<file path="src/twmc_pkg.sv">
// Shared types, register indexes and constants of the two-wheel move controller.
`timescale 1ns / 1ps

package twmc_pkg;

  // Default count width of the held encoder state
  localparam int COUNT_BITS_DEF = 32;

  localparam int GAIN_W    = 16;
  localparam int CFG_IDX_W = 3;

  // Register indexes of the configuration port
  localparam logic [CFG_IDX_W-1:0] CFG_LEFT_GAIN  = 3'd0;
  localparam logic [CFG_IDX_W-1:0] CFG_RIGHT_GAIN = 3'd1;
  localparam logic [CFG_IDX_W-1:0] CFG_SYNC_GAIN  = 3'd2;
  localparam logic [CFG_IDX_W-1:0] CFG_DRIFT_GAIN = 3'd3;
  localparam logic [CFG_IDX_W-1:0] CFG_STALL_MS   = 3'd4;

  // Register reset values
  localparam logic [GAIN_W-1:0] RST_POS_GAIN   = 16'd256;
  localparam logic [GAIN_W-1:0] RST_SYNC_GAIN  = 16'd256;
  localparam logic [GAIN_W-1:0] RST_DRIFT_GAIN = 16'd0;
  localparam logic [GAIN_W-1:0] RST_STALL_MS   = 16'd100;

  // Operation codes
  localparam logic OP_START = 1'b0;
  localparam logic OP_TICK  = 1'b1;

  // Drive limits
  localparam logic signed [15:0] L_MIN = -16'sd113;
  localparam logic signed [15:0] L_MAX = 16'sd112;
  localparam logic signed [15:0] R_MIN = -16'sd127;
  localparam logic signed [15:0] R_MAX = 16'sd127;

  // Speed products above this (Q8.8 of 30) leave the speed term unscaled
  localparam logic signed [42:0] SYNC_LIMIT = 43'sd7680;

  // Input request payload
  typedef struct packed {
    logic               operation;
    logic signed [31:0] move_counts;
    logic               turn_mode;
    logic signed [31:0] left_count;
    logic signed [31:0] right_count;
    logic        [31:0] now_ms;
  } in_req_t;

  // Result request payload
  typedef struct packed {
    logic signed [7:0] left_drive;
    logic signed [7:0] right_drive;
    logic              done_res;
  } out_req_t;

  // Datapath command, one per cycle
  typedef enum logic [3:0] {
    STEP_NONE,
    STEP_LOAD,
    STEP_PREP,
    STEP_ML,
    STEP_MR,
    STEP_MV,
    STEP_MK,
    STEP_MC,
    STEP_WC,
    STEP_SYNC,
    STEP_FIN
  } step_t;

  // Datapath status back to the controller
  typedef struct packed {
    logic run;       // held request is a tick during an active move
    logic out_free;  // output register can take a result this cycle
  } dp_sts_t;

endpackage

</file>
<file path="src/twmc_dp.sv">
// Datapath: config registers, move state, shared gain multiplier and output register.
`timescale 1ns / 1ps

module twmc_dp #(
  parameter int COUNT_BITS = twmc_pkg::COUNT_BITS_DEF
) (
  input  logic                                clk,
  input  logic                                rst_n,
  input  twmc_pkg::step_t                     step,
  output twmc_pkg::dp_sts_t                   sts,
  input  twmc_pkg::in_req_t                   in_data,
  input  logic                                cfg_we,
  input  logic [twmc_pkg::CFG_IDX_W-1:0]      cfg_index,
  input  logic [twmc_pkg::GAIN_W-1:0]         cfg_data,
  input  logic                                out_ready,
  output logic                                out_valid,
  output twmc_pkg::out_req_t                  out_data
);

  localparam int CB = COUNT_BITS;

  // Saturate a 64-bit signed value to 16 bits
  function automatic logic signed [15:0] sat16(input logic signed [63:0] x);
    if (x > 64'sd32767) return 16'sh7fff;
    else if (x < -64'sd32768) return 16'sh8000;
    else return x[15:0];
  endfunction

  // Saturate a 17-bit sum to 16 bits
  function automatic logic signed [15:0] sat17(input logic signed [16:0] s);
    if (s > 17'sd32767) return 16'sh7fff;
    else if (s < -17'sd32768) return 16'sh8000;
    else return s[15:0];
  endfunction

  function automatic logic signed [15:0] add_sat(input logic signed [15:0] a,
                                                 input logic signed [15:0] b);
    return sat17(17'(a) + 17'(b));
  endfunction

  function automatic logic signed [15:0] sub_sat(input logic signed [15:0] a,
                                                 input logic signed [15:0] b);
    return sat17(17'(a) - 17'(b));
  endfunction

  function automatic logic signed [15:0] clamp16(input logic signed [15:0] x,
                                                 input logic signed [15:0] lo,
                                                 input logic signed [15:0] hi);
    if (x < lo) return lo;
    else if (x > hi) return hi;
    else return x;
  endfunction

  // Limit a count error to +-2^24 ahead of the multiply
  function automatic logic signed [25:0] clamp_err(input logic signed [63:0] x);
    if (x > 64'sd16777216) return 26'sd16777216;
    else if (x < -64'sd16777216) return -26'sd16777216;
    else return x[25:0];
  endfunction

  // Q8.8 scale: divide by 256 toward zero, then saturate
  function automatic logic signed [15:0] qscale(input logic signed [42:0] p);
    logic signed [42:0] t;
    t = p + (p[42] ? 43'sd255 : 43'sd0);
    return sat16(64'(t >>> 8));
  endfunction

  // Configuration registers
  logic [twmc_pkg::GAIN_W-1:0] lpg_r, rpg_r, sg_r, dg_r, stall_ms_r;

  // Move state
  logic signed [CB-1:0] lt_r, rt_r, lo_r, ro_r, lp_r, rp_r;
  logic                 armed_r, fwd_r, turn_r, active_r;
  logic [31:0]          stamp_r;

  // Working registers
  twmc_pkg::in_req_t  in_r;
  logic signed [25:0] el_r, er_r;
  logic signed [15:0] v_r, d_r, l_r, r_r, k_r, c_r;
  logic signed [42:0] p_r;
  twmc_pkg::out_req_t out_r;
  logic               out_valid_r;

  // Counts of the held request at the state width
  logic signed [63:0]   lc64, rc64, mc64;
  logic signed [CB-1:0] lc, rc, mc;

  assign lc64 = 64'(in_r.left_count);
  assign rc64 = 64'(in_r.right_count);
  assign mc64 = 64'(in_r.move_counts);
  assign lc   = lc64[CB-1:0];
  assign rc   = rc64[CB-1:0];
  assign mc   = mc64[CB-1:0];

  // Error, speed and drift differences (wrap at the state width)
  logic signed [CB-1:0] el_w, er_w, dl_w, dr_w, vd_w, tl_w, tr_w, dd_w;

  assign el_w = lt_r - lc;
  assign er_w = rt_r - rc;
  assign dl_w = lc - lp_r;
  assign dr_w = rc - rp_r;
  assign vd_w = dl_w - dr_w;
  assign tl_w = lc - lo_r;
  assign tr_w = rc - ro_r;
  assign dd_w = tl_w - tr_w;

  // Shared multiplier, operands picked by the step
  logic [twmc_pkg::GAIN_W-1:0] mul_g;
  logic signed [25:0]          mul_x;
  logic signed [42:0]          prod;
  logic signed [15:0]          q;

  always_comb begin
    mul_g = '0;
    mul_x = '0;
    case (step)
      twmc_pkg::STEP_ML: begin
        mul_g = lpg_r;
        mul_x = el_r;
      end
      twmc_pkg::STEP_MR: begin
        mul_g = rpg_r;
        mul_x = er_r;
      end
      twmc_pkg::STEP_MV: begin
        mul_g = sg_r;
        mul_x = 26'(v_r);
      end
      twmc_pkg::STEP_MK: begin
        mul_g = dg_r;
        mul_x = 26'(d_r);
      end
      twmc_pkg::STEP_MC: begin
        mul_g = sg_r;
        mul_x = 26'(v_r);
      end
      default: begin
        mul_g = '0;
        mul_x = '0;
      end
    endcase
  end

  assign prod = $signed({1'b0, mul_g}) * mul_x;
  assign q    = qscale(p_r);

  // Speed-difference correction
  logic signed [15:0] l_s, r_s;

  always_comb begin
    l_s = l_r;
    r_s = r_r;
    if (v_r > 0) begin
      if (l_r > 0) l_s = sub_sat(l_r, c_r);
      else l_s = add_sat(l_r, c_r);
    end else begin
      if (r_r > 0) r_s = sub_sat(r_r, c_r);
      else l_s = add_sat(l_r, c_r);
    end
  end

  // Drift correction (drive mode) and direction clamps
  logic signed [15:0] l_d, r_d, l_f, r_f;

  always_comb begin
    l_d = l_r;
    r_d = r_r;
    if (!turn_r) begin
      if (fwd_r) begin
        if (d_r > 0) begin
          if (l_r > 0) l_d = sub_sat(l_r, k_r);
          else r_d = add_sat(r_r, k_r);
        end else begin
          if (r_r > 0) r_d = sub_sat(r_r, k_r);
          else l_d = add_sat(l_r, k_r);
        end
      end else begin
        if (d_r > 0) begin
          if (l_r < 0) l_d = sub_sat(l_r, k_r);
          else r_d = add_sat(r_r, k_r);
        end else begin
          if (r_r < 0) r_d = add_sat(r_r, k_r);
          else l_d = sub_sat(l_r, k_r);
        end
      end
    end
    if (fwd_r) begin
      l_f = clamp16(l_d, 16'sd0, twmc_pkg::L_MAX);
      r_f = turn_r ? clamp16(r_d, twmc_pkg::R_MIN, 16'sd0)
                   : clamp16(r_d, 16'sd0, twmc_pkg::R_MAX);
    end else begin
      l_f = clamp16(l_d, twmc_pkg::L_MIN, 16'sd0);
      r_f = turn_r ? clamp16(r_d, 16'sd0, twmc_pkg::R_MAX)
                   : clamp16(r_d, twmc_pkg::R_MIN, 16'sd0);
    end
  end

  // Stall timer
  logic        run, hit, expired, done_w;
  logic [31:0] elapsed;

  assign run     = (in_r.operation == twmc_pkg::OP_TICK) && active_r;
  assign hit     = (lc == lp_r) || (rc == rp_r);
  assign elapsed = in_r.now_ms - stamp_r;
  assign expired = elapsed > {16'd0, stall_ms_r};
  assign done_w  = run && hit && armed_r && expired;

  // Control and move state
  always_ff @(posedge clk) begin
    if (!rst_n) begin
      lpg_r       <= twmc_pkg::RST_POS_GAIN;
      rpg_r       <= twmc_pkg::RST_POS_GAIN;
      sg_r        <= twmc_pkg::RST_SYNC_GAIN;
      dg_r        <= twmc_pkg::RST_DRIFT_GAIN;
      stall_ms_r  <= twmc_pkg::RST_STALL_MS;
      lt_r        <= '0;
      rt_r        <= '0;
      lo_r        <= '0;
      ro_r        <= '0;
      lp_r        <= '1;
      rp_r        <= '1;
      armed_r     <= 1'b0;
      stamp_r     <= '0;
      fwd_r       <= 1'b0;
      turn_r      <= 1'b0;
      active_r    <= 1'b0;
      out_valid_r <= 1'b0;
    end else begin
      if (cfg_we) begin
        case (cfg_index)
          twmc_pkg::CFG_LEFT_GAIN:  lpg_r      <= cfg_data;
          twmc_pkg::CFG_RIGHT_GAIN: rpg_r      <= cfg_data;
          twmc_pkg::CFG_SYNC_GAIN:  sg_r       <= cfg_data;
          twmc_pkg::CFG_DRIFT_GAIN: dg_r       <= cfg_data;
          twmc_pkg::CFG_STALL_MS:   stall_ms_r <= cfg_data;
          default: ;
        endcase
      end

      if (step == twmc_pkg::STEP_FIN) begin
        if (in_r.operation == twmc_pkg::OP_START) begin
          turn_r   <= in_r.turn_mode;
          fwd_r    <= in_r.move_counts > 0;
          lo_r     <= lc;
          ro_r     <= rc;
          lt_r     <= lc + mc;
          rt_r     <= in_r.turn_mode ? (rc - mc) : (rc + mc);
          lp_r     <= '1;
          rp_r     <= '1;
          armed_r  <= 1'b0;
          stamp_r  <= '0;
          active_r <= 1'b1;
        end else if (active_r) begin
          if (hit) begin
            if (!armed_r) begin
              stamp_r <= in_r.now_ms;
              armed_r <= 1'b1;
            end else if (expired) begin
              armed_r <= 1'b0;
            end
          end
          if (done_w) begin
            active_r <= 1'b0;
          end else begin
            lp_r <= lc;
            rp_r <= rc;
          end
        end
      end

      // Output register valid
      if (step == twmc_pkg::STEP_FIN) out_valid_r <= 1'b1;
      else if (out_ready) out_valid_r <= 1'b0;
    end
  end

  // Working registers and payloads
  always_ff @(posedge clk) begin
    case (step)
      twmc_pkg::STEP_LOAD: in_r <= in_data;
      twmc_pkg::STEP_PREP: begin
        el_r <= clamp_err(64'(el_w));
        er_r <= clamp_err(64'(er_w));
        v_r  <= sat16(64'(vd_w));
        d_r  <= sat16(64'(dd_w));
      end
      twmc_pkg::STEP_MR: l_r <= clamp16(q, twmc_pkg::L_MIN, twmc_pkg::L_MAX);
      twmc_pkg::STEP_MV: r_r <= clamp16(q, twmc_pkg::R_MIN, twmc_pkg::R_MAX);
      twmc_pkg::STEP_MK: begin
        // a large raw speed product leaves the difference unscaled
        if (!(p_r > twmc_pkg::SYNC_LIMIT)) v_r <= q;
      end
      twmc_pkg::STEP_MC: k_r <= q;
      twmc_pkg::STEP_WC: c_r <= q;
      twmc_pkg::STEP_SYNC: begin
        l_r <= l_s;
        r_r <= r_s;
      end
      twmc_pkg::STEP_FIN: begin
        if (run && !done_w) begin
          out_r.left_drive  <= l_f[7:0];
          out_r.right_drive <= r_f[7:0];
        end else begin
          out_r.left_drive  <= 8'sd0;
          out_r.right_drive <= 8'sd0;
        end
        out_r.done_res <= done_w;
      end
      default: ;
    endcase
    p_r <= prod;
  end

  assign sts.run      = run;
  assign sts.out_free = !out_valid_r || out_ready;
  assign out_valid    = out_valid_r;
  assign out_data     = out_r;

endmodule

</file>
<file path="src/twmc_ctrl.sv">
// Controller: sequences one request through the datapath steps.
`timescale 1ns / 1ps

module twmc_ctrl (
  input  logic              clk,
  input  logic              rst_n,
  input  logic              in_valid,
  output logic              in_ready,
  input  twmc_pkg::dp_sts_t sts,
  output twmc_pkg::step_t   step
);

  typedef enum logic [3:0] {
    S_IDLE,
    S_PREP,
    S_ML,
    S_MR,
    S_MV,
    S_MK,
    S_MC,
    S_WC,
    S_SYNC,
    S_FIN
  } state_t;

  state_t state_r, state_nxt;
  logic   in_ready_r, in_ready_nxt;

  // Next state and step command
  always_comb begin
    state_nxt = state_r;
    step      = twmc_pkg::STEP_NONE;
    case (state_r)
      S_IDLE: begin
        // load only on a real handshake
        if (in_valid && in_ready_r) begin
          step      = twmc_pkg::STEP_LOAD;
          state_nxt = S_PREP;
        end
      end
      S_PREP: begin
        step      = twmc_pkg::STEP_PREP;
        state_nxt = sts.run ? S_ML : S_FIN;
      end
      S_ML: begin
        step      = twmc_pkg::STEP_ML;
        state_nxt = S_MR;
      end
      S_MR: begin
        step      = twmc_pkg::STEP_MR;
        state_nxt = S_MV;
      end
      S_MV: begin
        step      = twmc_pkg::STEP_MV;
        state_nxt = S_MK;
      end
      S_MK: begin
        step      = twmc_pkg::STEP_MK;
        state_nxt = S_MC;
      end
      S_MC: begin
        step      = twmc_pkg::STEP_MC;
        state_nxt = S_WC;
      end
      S_WC: begin
        step      = twmc_pkg::STEP_WC;
        state_nxt = S_SYNC;
      end
      S_SYNC: begin
        step      = twmc_pkg::STEP_SYNC;
        state_nxt = S_FIN;
      end
      S_FIN: begin
        // hold until the output register can take the result
        if (sts.out_free) begin
          step      = twmc_pkg::STEP_FIN;
          state_nxt = S_IDLE;
        end
      end
      default: state_nxt = S_IDLE;
    endcase
    in_ready_nxt = (state_nxt == S_IDLE);
  end

  // State and registered ready
  always_ff @(posedge clk) begin
    if (!rst_n) begin
      state_r    <= S_IDLE;
      in_ready_r <= 1'b0;
    end else begin
      state_r    <= state_nxt;
      in_ready_r <= in_ready_nxt;
    end
  end

  assign in_ready = in_ready_r;

endmodule

</file>
<file path="src/two_wheel_move_controller.sv">
// Top level of the two-wheel move controller: controller, datapath and checks.
`timescale 1ns / 1ps

// Usage:
//   in_*  : valid/ready request channel. operation 0 starts a move from the
//           given counts (drive or turn), operation 1 is a control tick.
//   out_* : valid/ready result channel, exactly one result per request.
//   cfg_* : write port for the four Q8.8 gains and the stall time; write
//           only while the block is idle.
// Sequence: a tick during an active move goes from acceptance through operand
//   prep, five products through one shared 17x26 multiplier and the correction
//   steps to the result in the output register; a start or an idle tick goes
//   from operand prep straight to the result step. in_ready rises with the
//   result, and the next request can be accepted from then on.
// The output register holds a result while out_ready is low; the next
//   request is still accepted and works until its result step, where it
//   waits for the output register to free up.
// Reset (synchronous, rst_n low) restores register defaults, clears the
//   move so the block is idle, and drops out_valid.
// COUNT_BITS sets the width at which encoder counts and targets wrap.

module two_wheel_move_controller #(
  parameter int COUNT_BITS = twmc_pkg::COUNT_BITS_DEF
) (
  input  logic                           clk,
  input  logic                           rst_n,
  input  logic                           in_valid,
  output logic                           in_ready,
  input  twmc_pkg::in_req_t              in_data,
  output logic                           out_valid,
  input  logic                           out_ready,
  output twmc_pkg::out_req_t             out_data,
  input  logic                           cfg_we,
  input  logic [twmc_pkg::CFG_IDX_W-1:0] cfg_index,
  input  logic [twmc_pkg::GAIN_W-1:0]    cfg_data
);

  twmc_pkg::step_t   step;
  twmc_pkg::dp_sts_t sts;

  twmc_ctrl u_ctrl (
    .clk      (clk),
    .rst_n    (rst_n),
    .in_valid (in_valid),
    .in_ready (in_ready),
    .sts      (sts),
    .step     (step)
  );

  twmc_dp #(
    .COUNT_BITS (COUNT_BITS)
  ) u_dp (
    .clk       (clk),
    .rst_n     (rst_n),
    .step      (step),
    .sts       (sts),
    .in_data   (in_data),
    .cfg_we    (cfg_we),
    .cfg_index (cfg_index),
    .cfg_data  (cfg_data),
    .out_ready (out_ready),
    .out_valid (out_valid),
    .out_data  (out_data)
  );

  // One request at a time: ready drops right after an accept
  a_busy_after_accept: assert property (@(posedge clk) disable iff (!rst_n)
    in_valid && in_ready |=> !in_ready)
    else $error("ready stayed high after an accepted request");

  // A result that ends the move carries zero drives
  a_done_zero: assert property (@(posedge clk) disable iff (!rst_n)
    out_valid && out_data.done_res |->
      out_data.left_drive == 8'sd0 && out_data.right_drive == 8'sd0)
    else $error("move end reported with nonzero drive");

  // Drives stay within the motor limits
  a_drive_range: assert property (@(posedge clk) disable iff (!rst_n)
    out_valid |-> out_data.left_drive >= -8'sd113 && out_data.left_drive <= 8'sd112 &&
      out_data.right_drive >= -8'sd127)
    else $error("drive outside motor limits");

  // The result step never overwrites a pending result
  a_fin_free: assert property (@(posedge clk) disable iff (!rst_n)
    step == twmc_pkg::STEP_FIN |-> sts.out_free)
    else $error("result written while output register was full");

endmodule
</file>
<file path="config.mk">
export PLATFORM = sky130hd
export DESIGN_NAME = two_wheel_move_controller
export DESIGN_NICKNAME = d
export VERILOG_FILES = /design/src/twmc_pkg.sv /design/src/twmc_dp.sv /design/src/twmc_ctrl.sv /design/src/two_wheel_move_controller.sv
export SDC_FILE = /design/constraint.sdc
export NUM_CORES = 2
export LEC_CHECK = 0
export ABC_AREA = 1
export ABC_CLOCK_PERIOD_IN_PS = 14800
export BUFFER_PORTS_ARGS = -buffer_cell sky130_fd_sc_hd__buf_2
export CORE_MARGIN = 10
export CORE_UTILIZATION = 35
export DETAILED_ROUTE_END_ITERATION = 7
export GPL_ROUTABILITY_DRIVEN = 0
export HOLD_SLACK_MARGIN = 0.05
export PLACE_DENSITY = 0.59
export SKIP_CTS_REPAIR_TIMING = 1
export SLEW_MARGIN = 20
export SYNTH_ARGS = -nofsm -noshare
export SYNTH_HDL_FRONTEND = slang
export SYNTH_SLANG_ARGS = --single-unit
</file>
<file path="constraint.sdc">
create_clock -name clk -period 14.8 [get_ports clk]
set_clock_uncertainty 0.2 [all_clocks]
set_input_delay 3.7 -clock clk [delete_from_list [all_inputs] [get_ports clk]]
set_output_delay 3.7 -clock clk [all_outputs]
set_load 0.05 [all_outputs]
</file>
* After elaboration in Yosys (flattened, before gate mapping)
Cells that the tools add are included.
Storage, ports and cells: bits in registers 652, bits of input ports 154, output and inout bits 19, logic and storage cells 264
Operators by class: add/subtract/negate cells 20, $mul 1, $lt $le $gt $ge 45, equal/unequal tests 33, muxes and demuxes 93, bitwise operators 1, reductions and logical operators 32
Operators by type and width (number):
- $mux W16 | 45
- $mux W32 | 11
- $sub A32 B32 Y32 | 10
- $gt A17 B16 Y1 const B | 7
- $lt A17 B16 Y1 const B | 7
- $mux W8 | 13
- $pmux W26 S4 | 1
- $gt A16 B1 Y1 const B | 6
- $pmux W16 S2 | 3
- $pmux W4 S10 | 2
- $sub A16 B16 Y17 | 4
- $add A32 B32 Y32 | 2
- $eq A32 B32 Y1 | 2
- $gt A16 B8 Y1 const B | 4
- $gt A32 B16 Y1 const B | 2
- $gt A32 B26 Y1 const B | 2
- $lt A16 B1 Y1 const B | 4
- $lt A16 B8 Y1 const B | 4
- $lt A32 B16 Y1 const B | 2
- $lt A32 B25 Y1 const B | 2
- $pmux W16 S4 | 1
- $mux W26 | 2
- $add A16 B16 Y17 | 3
- $add A43 B9 Y43 | 1
- 29 further kinds | 85

* Longest topological paths before layout
depth in word-level cells 13, mapped depth 40, gate-level depth less buffers 38

* Modules after synthesis
From an unflattened synthesis, not the netlist that was laid out.
Unflattened totals: cell total of the unflattened synthesis 8668, area, all modules 65151.2 um^2
Modules (own cells, without submodules):
- twmc_dp | times used 1, cells an instance 8613, area an instance 64834.7 um^2, sequential area each 15905.3 um^2
- twmc_ctrl | times used 1, cells an instance 55, area an instance 316.6 um^2, sequential area each 100.1 um^2

* Worst setup path after synthesis
Ideal clock, no wire load.
kind flip-flop to flip-flop, start point register u_ctrl.state_r[2], end point register u_dp.p_r[39], arrival 7276 ps, required time 14479 ps, slack 7204 ps, stages on the path, launching flop included 30, buffers on the path 2, period minus slack after synthesis 7596 ps, cells stage by stage dfxtp_1 inv_1 nor2_1 inv_1 nor2_1 inv_1 clkbuf_1 o211ai_1 clkbuf_1 nand2_1 fa_1 inv_1 fa_1 fa_1 fa_1 fa_1 inv_1 fa_1 inv_1 ha_1 nand2_1 nor2_1 inv_1 nor2_1 inv_1 nor4_1 nand3_1 o2111ai_1 a31oi_1 xnor2_1
On the way: cells in the longest elaborated chain, start to end 6, elaborated cells between the ends (all ways) 20, classes of those cells mul: 1; eq/ne: 14; mux: 3; reduce/logical: 2
Ends and longest elaborated chain:
- from (decl) | RTL line twmc_ctrl.sv:26 | state_t state_r, state_nxt;
- from (signal assigned) | RTL line twmc_ctrl.sv:91 | state_r <= state_nxt;
- $eq A4 B4 Y1, or another cell as far along | RTL line twmc_ctrl.sv:33 | case (state_r)
- $pmux W4 S10 * | RTL line twmc_ctrl.sv:33
- $eq A4 B3 Y1 (on tied branches)
- $reduce_or A2 Y1 (no source line)
- $pmux W16 S4 or $pmux W26 S4 (tied branches) | RTL line twmc_dp.sv:116 | case (step)
- $mul A17 B26 Y43 * | RTL line twmc_dp.sv:144 | assign prod = $signed({1'b0, mul_g}) * mul_x;
- net u_dp.prod[39] | RTL line twmc_dp.sv:110 | logic signed [42:0] prod;
- to (signal assigned) | RTL line twmc_dp.sv:311 | p_r <= prod;
- to (decl) | RTL line twmc_dp.sv:80 | logic signed [42:0] p_r;
Mark *: on every way through the listed nets, which the timed path passes. The rest lies on a longest branch. A chain may end at the register's enable or synchronous reset.

* Worst setup path in the final report
start point register u_ctrl.state_r[2], end point register u_dp.p_r[41]
Same word-level chain as after synthesis.

==> results.yml <==
run_status:
  outcome: "completed"
floorplan:
  rows: 159
  die_x_um: 454
  dieHeight_um: 454
  dieArea_mm2: 0.206
  io_pins: 173
  start_util: 0.352
  core_area_mm2: 0.187
critical_path:
  critPathLaunchType: "flip-flop"
  r2r_cells: 30
  slowest_stage: "clkinv_1"
  crit_type: "reg -> reg"
  required_ns: 15.21
  cp_max_fo: 33
  max_stage_delay_ns: 0.83
  cp.arrival_ns: 9.75
  end_kind: "flip-flop"
detailed_routing:
  wl_met1_mm: 90.1
  wl_met3_mm: 14.1
  drt_first_pass_iters: 6
  wl_per_cell_um: 18.8
  drc: 0
  top_layer: "met5"
  vias: 59300
  drt_iter0_markers: 5259
  vias_per_cell: 5.15
  routed_wirelength_mm: 217
  dr_wl_met2_mm: 101
  ant_nets: 0
finish:
  layout_common_cells: "2,130 x nand2_1, 1,599 x inv_1, 713 x nor2_1, 612 x a21oi_1, 541 x fa_1"
  synthToLayoutAreaGrowth_pct: 9.30
  drive_gt1_frac: 0.0538
  nNetsFinal: 10100
  fin_util: 0.384
  final_common_cell: "nand2_1"
clock_tree:
  clk_latency_ns: 0.74
  clkTransAtPathRegs_ns: 0.06
  cts-root-buf: "clkbuf_16"
  cts_max_path_buffers: 3
  cts_tree: "yes"
  cts_buffers: 79
  clock_sinks: 652
  cts_max_level: 3
synth:
  yosysSeqAreaShare: 0.243
  synth_top_family_by_area: "adder cells"
  synth-simple-area-share: 0.227
  async_flop_share: 0
  syn_avg_cell_area_um2: 7.40
  yosysUniqueCellTypes: 70
  synth_area_leader_cell: "fa_1"
  mappedNetlistNets: 10100
  synth-xor-area-share: 0.0534
  synthMuxAreaShare: 0
  netlist_top_cells_area: "fa_1 16%, edfxtp_1 13%, nand2_1 12%"
  synth_top_flop_cell: "dfxtp_1"
  synthAdderAreaFrac: 0.252
  synth_compound_gate_area_share: 0.115
  syn_area_mm2: 0.0659
  synth-warning-count: 0
  yosysTopAreaCellShare: 0.164
  netlist_instances: 8900
  synth_edf_count: 295
  yosys_register_bits: 652
global_routing:
  globalRouteOverflowTotal: 0
  grt_pass1_wl_mm: 336
  grt_pass1_vias: 58800
  grt_antenna_before_repair: 13
  gr-usage-all-layers: 0.205
  grt_max_degree: 164
sta:
  worst_slew_pin_slew_ns: 1.25
  fin_crit_sh: 0.631
  rsz0062_at_grt: "false"
  hold_violations: 0
  relSlewSlack: 0.161
  final.min_clock_period_ns: 9.34
  setup_viol: 0
  fmax_mhz: 107
  fin_tns_setup_ns: 0
  finalMaxSlewViolations: 0
power_and_ir_drop:
  p_leak_uw: 0.0358
  powerDensity_mw_per_mm2: 120
  ir_drop_mv: 0.102
min_path:
  hold_depth: 2
  worstHoldPathType: "reg -> reg"
placed_design:
  dp_hpwl_mm: 176
  io_buffers: 172
job:
  cap_viol_max_count: 0
[worst max-delay path, delay by kind of cell, from the launching register on]
family	cells	cell delay [ns]
buf+inv	9	1.95
simple gates	8	2.01
xor+xnor	1	0.16
fa+ha+maj	7	3.49
flops	1	0.40
compound gates	5	1.01
[stage by stage]
| step | instance area (µm²) | std cells | hold slack (ns) | total power, µW | setup slack [ns] |
|---|---|---|---|---|---|
| CTS | 72000 | 11500 | 0.255 | 8600 | 5.46 |
| detailed placement | 69200 | 11400 | 0.247 | 6510 | 5.48 |
| global route | 72000 | 11500 | 0.274 | 9230 | 4.74 |
| floorplan | 65900 | 8900 | 0.229 | 5320 | 7.20 |
| global placement | 69200 | 11400 | 0.240 | 6470 | 5.65 |
| finish | 72000 | 11500 | 0.252 | 8640 | 5.46 |
[metal layers]
| layer | vias up | GRT usage |
|---|---|---|
| met4 | 4 | 0.0953 |
| met5 | - | 0 |
| met3 | 509 | 0.0299 |
| met1 | 28300 | 0.258 |
| li1 | 28300 | - |
| met2 | 2187 | 0.346 |
[logic make-up after synthesis]
| family | Yosys count |
|---|---|
| simple gates | 3617 |
| buf+inv | 1879 |
| compound gates | 1350 |
| fa+ha+maj | 1001 |
| flops | 652 |
| xor+xnor | 401 |
[state kept, by name, indices dropped and copies added, names as in the netlist, 26 cells and up]
signal	cells
u_dp.lc	32
u_dp.rp_r	32
u_dp.el_r	26
u_dp.lp_r	32
u_dp.ro_r	32
u_dp.lo_r	32
u_dp.rt_r	32
u_dp.lt_r	32
u_dp.rc	32
u_dp.mc	32
u_dp.stamp_r	32
u_dp.er_r	26
u_dp.in_r	34
u_dp.p_r	43
[Yosys cell counts, types with 17 or more instances]
library cell	n
a21boi_0	17
nor2_2	17
inv_2	17
xor2_1	261
clkbuf_1	184
ha_1	460
inv_1	1602
a21o_1	33
fa_1	541
nand4_1	111
nand2_1	2132
o21bai_1	42
nand3_1	407
a31oi_1	27
edfxtp_1	295
o21ai_0	426
dfxtp_1	357
nor4_1	39
a21oi_1	612
nand2_2	26
nor3_1	89
nor2_1	719
a22oi_1	29
xnor2_1	139
o21ai_1	25
buf_2	29
o211ai_1	58
[path summary, 6_finish.rpt]
| path | from | end | slack, ns |
|---|---|---|---|
| worst max-delay path | u_ctrl.state_r[2] | u_dp.p_r[41] | 5.46 |
| worst min-delay path | u_dp.dg_r[9] | u_dp.dg_r[9] | 0.25 |
| worst max register to register | u_ctrl.state_r[2] | u_dp.p_r[41] | 5.46 |
| worst min register to register | u_dp.dg_r[9] | u_dp.dg_r[9] | 0.25 |
[power by group]
group	switching, µW	internal (µW)	total (µW)	leakage (µW)
Clock	850	1210	2060	0.00132
Sequential	208	2200	2410	0.00561
Combinational	2800	1360	4170	0.0289
[area by class of cell]
type | instances | area, µm²
inverters | 1623 | 6100
flip-flops and latches | 652 | 16000
well taps | 2495 | 3120
multi-input cells | 6369 | 42700
clock buffers | 97 | 2130
clock inverters | 50 | 614
fillers | 19600 | 115000
repair buffers | 231 | 1340
diodes | 5 | 12.5
(Power assumes the default switching activity.)
